$ cat config.mk
export PLATFORM = sky130hd
export DESIGN_NAME = prompt_handoff_retransmit_tracker
export DESIGN_NICKNAME = d
export VERILOG_FILES = /design/src/design/prht_pkg.sv /design/src/design/prht_in_reg.sv /design/src/design/prht_core.sv /design/src/design/prht_out_reg.sv /design/src/design/prompt_handoff_retransmit_tracker.sv
export SDC_FILE = /design/constraint.sdc
export NUM_CORES = 2
export LEC_CHECK = 0
export BUFFER_PORTS_ARGS = -buffer_cell sky130_fd_sc_hd__buf_2
export CORE_AREA = 2 2 313 315
export DETAILED_ROUTE_END_ITERATION = 10
export DIE_AREA = 0 0 315 317
export PLACE_DENSITY = 0.74
export SLEW_MARGIN = 30
export SYNTH_ARGS = -nofsm -noshare
export SYNTH_HDL_FRONTEND = slang
export SYNTH_SLANG_ARGS = --single-unit
$ cat constraint.sdc
create_clock -name clk_i -period 24.5 [get_ports clk_i]
set_clock_uncertainty 0.15 [all_clocks]
set_input_delay 2.45 -clock clk_i [delete_from_list [all_inputs] [get_ports clk_i]]
set_output_delay 2.45 -clock clk_i [all_outputs]
set_load 0.01 [all_outputs]
$ cat src/design/prht_pkg.sv
// Package for the prompt handoff retransmit tracker.
// Holds request/response payload types, register index codes and reset constants.
// No dependencies.
package prht_pkg;

  localparam int unsigned IndexWidthDefault = 32;
  localparam int unsigned TimeWidthDefault  = 64;

  localparam int unsigned FieldWidth  = 32;
  localparam int unsigned StampWidth  = 64;
  localparam int unsigned CfgIdxWidth = 2;

  localparam logic [FieldWidth-1:0] PollIntervalReset = 32'd20000000;
  localparam logic [FieldWidth-1:0] RegrantFastReset  = 32'd100000000;
  localparam logic [FieldWidth-1:0] RegrantIdleReset  = 32'd1000000000;

  typedef enum logic {
    OpPoll    = 1'b0,
    OpPublish = 1'b1
  } op_e;

  typedef enum logic [CfgIdxWidth-1:0] {
    CfgPollInterval = 2'd0,
    CfgRegrantFast  = 2'd1,
    CfgRegrantIdle  = 2'd2
  } cfg_idx_e;

  typedef struct packed {
    logic                  operation;
    logic [StampWidth-1:0] now_time;
    logic                  prompt_empty;
    logic [FieldWidth-1:0] enc_frames_in;
    logic [FieldWidth-1:0] audio_samples_in;
    logic [FieldWidth-1:0] peer_ack_index;
    logic [FieldWidth-1:0] peer_rx_index;
  } prht_req_t;

  typedef struct packed {
    logic                  send_handoff;
    logic [FieldWidth-1:0] handoff_index;
    logic [FieldWidth-1:0] handoff_enc_frames;
    logic [FieldWidth-1:0] handoff_audio_samples;
    logic                  answered;
    logic [FieldWidth-1:0] publish_index;
    logic                  busy_res;
    logic                  received_seen;
    logic [FieldWidth-1:0] regrant_total;
    logic [StampWidth-1:0] answer_latency;
  } prht_rsp_t;

endpackage

$ cat src/design/prht_in_reg.sv
// Input register stage of the tracker: holds one request until the core takes it.
// Depends on prht_pkg for the request payload type.
module prht_in_reg (
  input  logic                clk_i,
  input  logic                rst_ni,
  input  logic                valid_i,
  output logic                ready_o,
  input  prht_pkg::prht_req_t req_i,
  output logic                valid_o,
  input  logic                ready_i,
  output prht_pkg::prht_req_t req_o
);
  import prht_pkg::*;

  logic      valid_q;
  prht_req_t req_q;

  // Take a new request when empty or whenever the held one leaves in the same cycle.
  assign ready_o = !valid_q || ready_i;
  assign valid_o = valid_q;
  assign req_o   = req_q;

  always_ff @(posedge clk_i or negedge rst_ni) begin
    if (!rst_ni) begin
      valid_q <= 1'b0;
    end else if (ready_o) begin
      valid_q <= valid_i;
    end
  end

  always_ff @(posedge clk_i) begin
    if (ready_o && valid_i) begin
      req_q <= req_i;
    end
  end

endmodule

$ cat src/design/prht_core.sv
// Tracker state, configuration registers and the combinational update for one request.
// Depends on prht_pkg for payload types, register codes and reset values.
module prht_core #(
  parameter int unsigned INDEX_WIDTH = prht_pkg::IndexWidthDefault,
  parameter int unsigned TIME_WIDTH  = prht_pkg::TimeWidthDefault
) (
  input  logic                                 clk_i,
  input  logic                                 rst_ni,
  input  logic                                 cfg_we_i,
  input  logic [prht_pkg::CfgIdxWidth-1:0]     cfg_index_i,
  input  logic [prht_pkg::FieldWidth-1:0]      cfg_data_i,
  input  logic                                 fire_i,
  input  prht_pkg::prht_req_t                  req_i,
  output prht_pkg::prht_rsp_t                  rsp_o
);
  import prht_pkg::*;

  logic [FieldWidth-1:0]  poll_interval_q, regrant_fast_q, regrant_idle_q;

  logic [INDEX_WIDTH-1:0] idx_q, idx_d;
  logic                   pending_q, pending_d;
  logic                   receipt_q, receipt_d;
  logic [TIME_WIDTH-1:0]  sent_q, sent_d;
  logic [TIME_WIDTH-1:0]  last_poll_q, last_poll_d;
  logic [TIME_WIDTH-1:0]  last_regrant_q, last_regrant_d;
  logic [FieldWidth-1:0]  regrant_q, regrant_d;
  logic [FieldWidth-1:0]  enc_q, enc_d;
  logic [FieldWidth-1:0]  aud_q, aud_d;

  logic [TIME_WIDTH-1:0]  now;
  logic [INDEX_WIDTH-1:0] ack, rx;
  logic [TIME_WIDTH-1:0]  poll_diff, regrant_diff;
  logic [FieldWidth-1:0]  window;
  logic                   publish, poll_ok, ack_hit, rx_hit, rcpt_next, regrant_hit;
  logic                   send, answered;

  assign now = req_i.now_time[TIME_WIDTH-1:0];
  assign ack = req_i.peer_ack_index[INDEX_WIDTH-1:0];
  assign rx  = req_i.peer_rx_index[INDEX_WIDTH-1:0];

  assign publish   = (op_e'(req_i.operation) == OpPublish) && !req_i.prompt_empty;
  assign poll_diff = now - last_poll_q;
  assign poll_ok   = (op_e'(req_i.operation) == OpPoll) && pending_q &&
                     (poll_diff >= TIME_WIDTH'(poll_interval_q));
  assign ack_hit   = ack >= idx_q;
  assign rx_hit    = !receipt_q && (rx >= idx_q);
  assign rcpt_next = receipt_q || rx_hit;
  assign window    = rcpt_next ? regrant_idle_q : regrant_fast_q;
  // Fresh receipt restamps the regrant time to now, so the elapsed time is zero.
  assign regrant_diff = rx_hit ? '0 : (now - last_regrant_q);
  assign regrant_hit  = regrant_diff >= TIME_WIDTH'(window);

  always_comb begin
    idx_d          = idx_q;
    pending_d      = pending_q;
    receipt_d      = receipt_q;
    sent_d         = sent_q;
    last_poll_d    = last_poll_q;
    last_regrant_d = last_regrant_q;
    regrant_d      = regrant_q;
    enc_d          = enc_q;
    aud_d          = aud_q;
    send           = 1'b0;
    answered       = 1'b0;
    if (publish) begin
      idx_d          = idx_q + INDEX_WIDTH'(1);
      enc_d          = req_i.enc_frames_in;
      aud_d          = req_i.audio_samples_in;
      pending_d      = 1'b1;
      receipt_d      = 1'b0;
      regrant_d      = '0;
      sent_d         = now;
      last_poll_d    = now;
      last_regrant_d = now;
      send           = 1'b1;
    end else if (poll_ok) begin
      last_poll_d = now;
      if (ack_hit) begin
        pending_d = 1'b0;
        answered  = 1'b1;
      end else begin
        receipt_d = rcpt_next;
        if (rx_hit) begin
          last_regrant_d = now;
        end
        if (regrant_hit) begin
          last_regrant_d = now;
          regrant_d      = regrant_q + FieldWidth'(1);
          send           = 1'b1;
        end
      end
    end
  end

  always_comb begin
    rsp_o                       = '0;
    rsp_o.send_handoff          = send;
    rsp_o.handoff_index         = send ? FieldWidth'(idx_d) : '0;
    rsp_o.handoff_enc_frames    = send ? enc_d : '0;
    rsp_o.handoff_audio_samples = send ? aud_d : '0;
    rsp_o.answered              = answered;
    rsp_o.publish_index         = publish ? FieldWidth'(idx_d) : '0;
    rsp_o.busy_res              = pending_d;
    rsp_o.received_seen         = receipt_d;
    rsp_o.regrant_total         = regrant_d;
    rsp_o.answer_latency        = answered ? StampWidth'(now - sent_q) : '0;
  end

  always_ff @(posedge clk_i or negedge rst_ni) begin
    if (!rst_ni) begin
      poll_interval_q <= PollIntervalReset;
      regrant_fast_q  <= RegrantFastReset;
      regrant_idle_q  <= RegrantIdleReset;
    end else if (cfg_we_i) begin
      unique case (cfg_idx_e'(cfg_index_i))
        CfgPollInterval: poll_interval_q <= cfg_data_i;
        CfgRegrantFast:  regrant_fast_q  <= cfg_data_i;
        CfgRegrantIdle:  regrant_idle_q  <= cfg_data_i;
        default: ;  // drop writes to unmapped indexes
      endcase
    end
  end

  always_ff @(posedge clk_i or negedge rst_ni) begin
    if (!rst_ni) begin
      idx_q          <= '0;
      pending_q      <= 1'b0;
      receipt_q      <= 1'b0;
      sent_q         <= '0;
      last_poll_q    <= '0;
      last_regrant_q <= '0;
      regrant_q      <= '0;
      enc_q          <= '0;
      aud_q          <= '0;
    end else if (fire_i) begin
      idx_q          <= idx_d;
      pending_q      <= pending_d;
      receipt_q      <= receipt_d;
      sent_q         <= sent_d;
      last_poll_q    <= last_poll_d;
      last_regrant_q <= last_regrant_d;
      regrant_q      <= regrant_d;
      enc_q          <= enc_d;
      aud_q          <= aud_d;
    end
  end

  a_publish_arms: assert property (@(posedge clk_i) disable iff (!rst_ni)
    fire_i && publish |=> pending_q && !receipt_q && (regrant_q == '0) && (sent_q == $past(now)))
    else $error("publish did not arm a fresh request");

  a_idle_poll_quiet: assert property (@(posedge clk_i) disable iff (!rst_ni)
    fire_i && (op_e'(req_i.operation) == OpPoll) && !pending_q |->
      !rsp_o.send_handoff && !rsp_o.answered)
    else $error("poll while idle produced activity");

  a_answer_clears: assert property (@(posedge clk_i) disable iff (!rst_ni)
    fire_i && rsp_o.answered |=> !pending_q && (idx_q == $past(idx_q)))
    else $error("answered request still pending");

endmodule

$ cat src/design/prht_out_reg.sv
// Result register stage of the tracker: holds one response until the consumer takes it.
// Depends on prht_pkg for the response payload type.
module prht_out_reg (
  input  logic                clk_i,
  input  logic                rst_ni,
  input  logic                load_i,
  output logic                ready_o,
  input  prht_pkg::prht_rsp_t rsp_i,
  output logic                valid_o,
  input  logic                ready_i,
  output prht_pkg::prht_rsp_t rsp_o
);
  import prht_pkg::*;

  logic      valid_q;
  prht_rsp_t rsp_q;

  // Free when empty or when the held response is taken this cycle.
  assign ready_o = !valid_q || ready_i;
  assign valid_o = valid_q;
  assign rsp_o   = rsp_q;

  always_ff @(posedge clk_i or negedge rst_ni) begin
    if (!rst_ni) begin
      valid_q <= 1'b0;
    end else if (ready_o) begin
      valid_q <= load_i;
    end
  end

  always_ff @(posedge clk_i) begin
    if (load_i) begin
      rsp_q <= rsp_i;
    end
  end

endmodule

$ cat src/design/prompt_handoff_retransmit_tracker.sv
// Stop-and-wait handoff tracker: one result per request, one request per cycle sustained.
// A request passes an input register, updates the tracker state combinationally and lands
// in a result register, which presents its result; the pipe keeps full throughput while
// the consumer stays ready. Depends on prht_pkg, prht_in_reg, prht_core and prht_out_reg.
module prompt_handoff_retransmit_tracker #(
  parameter int unsigned INDEX_WIDTH = prht_pkg::IndexWidthDefault,
  parameter int unsigned TIME_WIDTH  = prht_pkg::TimeWidthDefault
) (
  input  logic                             clk_i,
  input  logic                             rst_ni,
  input  logic                             in_valid_i,
  output logic                             in_ready_o,
  input  prht_pkg::prht_req_t              in_i,
  output logic                             out_valid_o,
  input  logic                             out_ready_i,
  output prht_pkg::prht_rsp_t              out_o,
  input  logic                             cfg_we_i,
  input  logic [prht_pkg::CfgIdxWidth-1:0] cfg_index_i,
  input  logic [prht_pkg::FieldWidth-1:0]  cfg_data_i
);
  import prht_pkg::*;

  logic      s1_valid, out_free, fire;
  prht_req_t s1_req;
  prht_rsp_t core_rsp;

  assign fire = s1_valid && out_free;

  prht_in_reg u_in_reg (
    .clk_i   (clk_i),
    .rst_ni  (rst_ni),
    .valid_i (in_valid_i),
    .ready_o (in_ready_o),
    .req_i   (in_i),
    .valid_o (s1_valid),
    .ready_i (out_free),
    .req_o   (s1_req)
  );

  prht_core #(
    .INDEX_WIDTH (INDEX_WIDTH),
    .TIME_WIDTH  (TIME_WIDTH)
  ) u_core (
    .clk_i       (clk_i),
    .rst_ni      (rst_ni),
    .cfg_we_i    (cfg_we_i),
    .cfg_index_i (cfg_index_i),
    .cfg_data_i  (cfg_data_i),
    .fire_i      (fire),
    .req_i       (s1_req),
    .rsp_o       (core_rsp)
  );

  prht_out_reg u_out_reg (
    .clk_i   (clk_i),
    .rst_ni  (rst_ni),
    .load_i  (fire),
    .ready_o (out_free),
    .rsp_i   (core_rsp),
    .valid_o (out_valid_o),
    .ready_i (out_ready_i),
    .rsp_o   (out_o)
  );

endmodule
# Word level (Yosys, flattened, before mapping)
# Cells that the tools add are included.
# classes
addsub	5
magnitude_cmp	4
eq_ne	3
muxes	29
n_bitwise	1
n_reduce_logical	22
# ops
operator	n
two-way mux 64 bit	8
two-way mux 32 bit	8
subtractor 64 bit	3
>= comparator 64 x 32 -> 1 bit	2
adder 32 x 1 -> 32 bit (second input constant)	2
>= comparator 32 bit	2
two-way mux 1 bit	13
AND reduction 2 bit	5
logical AND 1 bit	6
logical NOT 1 bit	4
AND reduction 4 bit	1
logical OR 1 bit	3
nonzero test 3 bit	1
== test 2 x 1 -> 1 bit (second input constant)	1
== test 2 bit (second input constant)	1
logical NOT 2 bit	1
inequality test 2 x 1 -> 1 bit (second input constant)	1
nonzero test 2 bit	1
inverter 1 bit	1
# word_totals
regBits	842
in_bits	233
output_inout_bits	230
elab_cells	95

# Depth between registers and ports, before layout
# depth
word_depth	9
ltp_mapped	32
mapped_depth_nobuf	29

# Cells and area by module
# A second synthesis with hierarchy kept.
# unflattened
hier_cells	4547
hier_area_um2	47093.9
# by_module_without_submodules
mod	instances	cells_each	area_each_um2	seq_area_each_um2
prht_core	1	4117	34314.2	10501.3
prht_out_reg	1	231	6894.1	6871.6
prht_in_reg	1	198	5879.4	5850.6
prompt_handoff_retransmit_tracker	1	1	6.3	0.0

# Worst setup path after synthesis
# No wires, ideal clock.
# synth_timing
kind	input port to flip-flop
from	input port out_ready_i
to	register u_core.idx_q[14]
setup_time_ps	111
arrival_time_ps	10149
setup_slack_ps	14090
stages	7
path_buffers	2
path_cell_list	nand2b_1 -> nand2_1 -> inv_1 -> clkbuf_1 -> buf_1 -> nand2_1 -> xnor2_1
# synth_via
elab_chain_len	2
# synth_lines
item	line_no	source
from (decl)	prompt_handoff_retransmit_tracker.sv:15	input logic out_ready_i,
logical OR 1 bit	prht_out_reg.sv:19	assign ready_o = !valid_q || ready_i;
logical AND 1 bit	prompt_handoff_retransmit_tracker.sv:27	assign fire = s1_valid && out_free;
via fire	prompt_handoff_retransmit_tracker.sv:23	logic s1_valid, out_free, fire;
to (signal assigned)	prht_core.sv:136	idx_q <= idx_d;
to (decl)	prht_core.sv:20	logic [INDEX_WIDTH-1:0] idx_q, idx_d;
# The timed path passes the listed nets, and every way through them passes these cells.
# A chain may end at the register's enable or synchronous reset.

# Worst setup path after layout
# layout_timing
from	register u_core.idx_q[13]
to	register u_core.last_regrant_q[55]
# layout_via
elab_chain_len	9
word_cells_on_any_way	14
# layout_lines
item	line_no	source
>= comparator 32 bit	prht_core.sv:46	assign rx_hit = !receipt_q && (rx >= idx_q);
logical AND 1 bit	prht_core.sv:46	
logical OR 1 bit	prht_core.sv:47	assign rcpt_next = receipt_q || rx_hit;
two-way mux 32 bit	prht_core.sv:48	assign window = rcpt_next ? regrant_idle_q : regrant_fast_q;
>= comparator 64 x 32 -> 1 bit	prht_core.sv:51	assign regrant_hit = regrant_diff >= TIME_WIDTH'(window);
two-way mux 64 bit	prht_core.sv:86	if (regrant_hit) begin
two-way mux 64 bit	prht_core.sv:78	if (ack_hit) begin
two-way mux 64 bit	prht_core.sv:76	end else if (poll_ok) begin
two-way mux 64 bit	prht_core.sv:65	if (publish) begin
to (signal assigned)	prht_core.sv:141	last_regrant_q <= last_regrant_d;
to (decl)	prht_core.sv:25	logic [TIME_WIDTH-1:0] last_regrant_q, last_regrant_d;
# Parallel ways exist; a longest one is shown, timed or not. The select of a mux whose other input is x is not followed.

==> impl_metrics.ini <==
[yosys]
syn_area_mm2 = 0.0479
synth_ff_type = edfxtp_1
synth-compound-area-share_pct = 15.6
synth-async-reset-ratio_pct = 49.9
synthAdderAreaFrac_pct = 8.45
syn_avg_cell_area_um2 = 10.1
syn_inst = 4746
synth_xor_xnor_area_share_pct = 4.11
synth.distinct_cells = 105
ys_seq_area_share_pct = 48.4
syn-num-nets = 5301
yosys-mux-area-fraction_pct = 4.73
synth_top_family_by_area = compound AO/OA/AOI/OAI gates
synth_edf_count = 422
yosys.area_share.simple_pct = 14.2
ys_warn_count = 0
ys_ff_latch = 842

[sta]
slew_violations = 0
fin_hold_ws_ns = 0.320
hold_violations = 0
slew_headroom_pct = 30.1
tns_ns = 0
worst_slew_pin_slew_ns = 1.02
finalSetupViolations = 0
max_freq_mhz = 114
fin_crit_sh_pct = 35.7
rsz0062_at_grt = no
period_needed_ns = 8.74

[power]
p_leak_nw = 23.6
power_density_mw_per_mm2 = 97.4
p_total_mw = 5.30
vdd_drop_max_uv = 61.2

[clock_tree]
cts_root_buf = clkbuf_16
post_cts_resized = 0
clkTransAtPathRegs_ns = 0.06
cts_tree = done
clkSinkCount = 842
clk_latency_ns = 0.70
post_cts_buffers = 0
cts_htree_levels = 3
hold_buffers = 0
cts_buffers = 94
clk_path_buf_depth = 3

[worst_setup_path]
max_stage_delay_ns = 0.81
crit_fanout = 49
worst_ep_arrival_time_ns = 9.13
critPathKind = flip-flop to flip-flop
crit_slowest_cell = nor3_1
critPathLaunchType = flip-flop
end_kind = flip-flop
critPathRequiredTime_ns = 24.88

[finish]
final_common_cell = nand2_1
utilization_pct = 56.5
layout_common_cells = 632 x nand2_1, 462 x buf_2, 422 x edfxtp_1, 387 x dfrtp_1, 342 x o21ai_0
area_growth_pct = 13.4
fillCellCount = 8339
drive_above_1_share_pct = 16.6
final_cell_area_mm2 = 0.0544
nNetsFinal = 5678

[drt]
route.vias.total = 37600
first_pass_iters = 7
drtIter0Drc = 3302
vias_per_cell = 5.80
drc_errors = 0
wl_per_cell_um = 21.2
postRouteAntennaNets = 0
wirelength_um = 137000

[floorplanning]
ioPinCount = 463
die_h_um = 317
core-area_mm2 = 0.0963
die-area_mm2 = 0.0999
rows = 114
start_util_pct = 49.8
die_x_um = 315

[global_routing]
grt_use_total_pct = 26.9
grt_pass1_wl_um = 209000
grt_pass1_vias = 36000
grt_max_degree = 127
gr-total-overflow = 0
antenna_found_initial = 3

[outcome]
outcome = finished, final reports clean

[placed_design]
place_area_mm2 = 0.0512
place_congestion = 0.951
dp_hpwl_um = 102000
io_buffer_count = 462

[flow_run]
maxCapViolations = 0

[worst_hold_path]
min_path_type = flip-flop to flip-flop
==> where the power goes <==
| group | leakage [nW] | internal [mW] | switching [mW] |
|---|---|---|---|
| Clock | 1.54 | 0.828 | 0.602 |
| Combinational | 12.9 | 0.770 | 1.24 |
| Sequential | 9.18 | 1.74 | 0.122 |
==> final timing paths <==
path	from	endpoint	slack, ns	cells past startpoint
hold / removal	u_in_reg.req_o[69]	u_core.aud_q[5]	0.32	2
hold reg to reg	u_in_reg.req_o[69]	u_core.aud_q[5]	0.32	2
min in group asynchronous	rst_ni	u_core.sent_q[55]	1.69	1
max in group asynchronous	rst_ni	u_core.last_poll_q[27]	20.29	3
setup / recovery	u_core.idx_q[13]	u_core.last_regrant_q[55]	15.76	28
setup reg to reg	u_core.idx_q[13]	u_core.last_regrant_q[55]	15.76	28
==> logic make-up after synthesis <==
family          Yosys count
mux                     188
fa+ha+maj               322
simple gates           1481
compound gates         1167
xor+xnor                225
buf+inv                 521
flops                   842
==> cell usage after synthesis (all sizes together), types with 7 or more instances <==
master	instances	share of area [%]
or4	8	0.13
nand3	91	0.95
o21ai	354	3.7
a221o	7	0.15
and3	40	0.52
a21oi	287	3.0
and2	21	0.28
buf	75	0.96
o211ai	39	0.63
o311ai	10	0.18
or2	14	0.18
a2111oi	9	0.16
nand2b	45	0.59
clkbuf	136	1.1
a211oi	34	0.53
a221oi	8	0.15
dfrtp	387	20
a31oi	39	0.57
mux2i	55	1.1
nand2	635	5.0
o31ai	19	0.34
o21bai	18	0.28
a22o	68	1.2
o21a	47	0.74
nor2b	34	0.44
mux2	133	3.6
a211o	10	0.18
dfstp	33	1.8
a21o	121	1.9
and4	12	0.22
o221ai	13	0.24
o2111ai	11	0.21
or3	21	0.28
xor2	63	1.2
inv	306	2.4
nor4	29	0.45
nor3	72	0.78
edfxtp	422	26
ha	319	8.3
xnor2	162	3.0
nor2	341	2.7
nand4	99	1.3
==> flip-flops by register name (all words and copies together) (netlist names), 32 cells and up <==
signal / flops
u_in_reg.req_o: 194
u_core.last_regrant_q: 64
u_core.sent_q: 64
u_core.aud_q: 32
u_core.idx_q: 32
u_core.regrant_q: 32
u_core.enc_q: 32
u_core.regrant_idle_q: 32
u_out_reg.rsp_o: 228
u_core.regrant_fast_q: 32
u_core.last_poll_q: 64
u_core.poll_interval_q: 32
==> per-layer routing <==
metal | GRT usage [%] | up-vias | share of wire (%)
li1 | - | 17800 | -
met1 | 36.6 | 18200 | 43
met2 | 44.1 | 1356 | 47
met3 | 3.91 | 232 | 6.4
met4 | 9.42 | 0 | 3.5
met5 | 0 | - | 0
==> worst max-delay path, delay by kind of cell, from the launching register on <==
kind | cells | cell delay, ns
AOI/OAI and AO/OA | 15 | 3.19
buffers and inverters | 2 | 0.75
muxes | 2 | 0.82
adders and majority gates | 2 | 0.63
DFF | 1 | 0.38
and+or+nand+nor | 7 | 2.55
==> through the flow <==
stage | worst slack, ns | cells
6_report | 15.76 | 6481
5_1_grt | 15.24 | 6481
4_1_cts | 15.76 | 6479
3_5_place_dp | 15.86 | 6303
3_3_place_gp | 15.81 | 6301
2_1_floorplan | 14.09 | 4746
==> final cells by class <==
| class | instances | area (um^2) | area share [%] |
|---|---|---|---|
| diodes | 2 | 5.00 | 0.00921 |
| clock buffers | 128 | 2650 | 4.87 |
| clock inverters | 48 | 498 | 0.916 |
| inverters | 310 | 1170 | 2.15 |
| multi-input cells | 3383 | 22700 | 41.7 |
| flip-flops and latches | 842 | 23200 | 42.7 |
| well taps | 1276 | 1600 | 2.94 |
| repair buffers | 492 | 2580 | 4.74 |
Note: power is estimated with default switching activity, not from simulation.
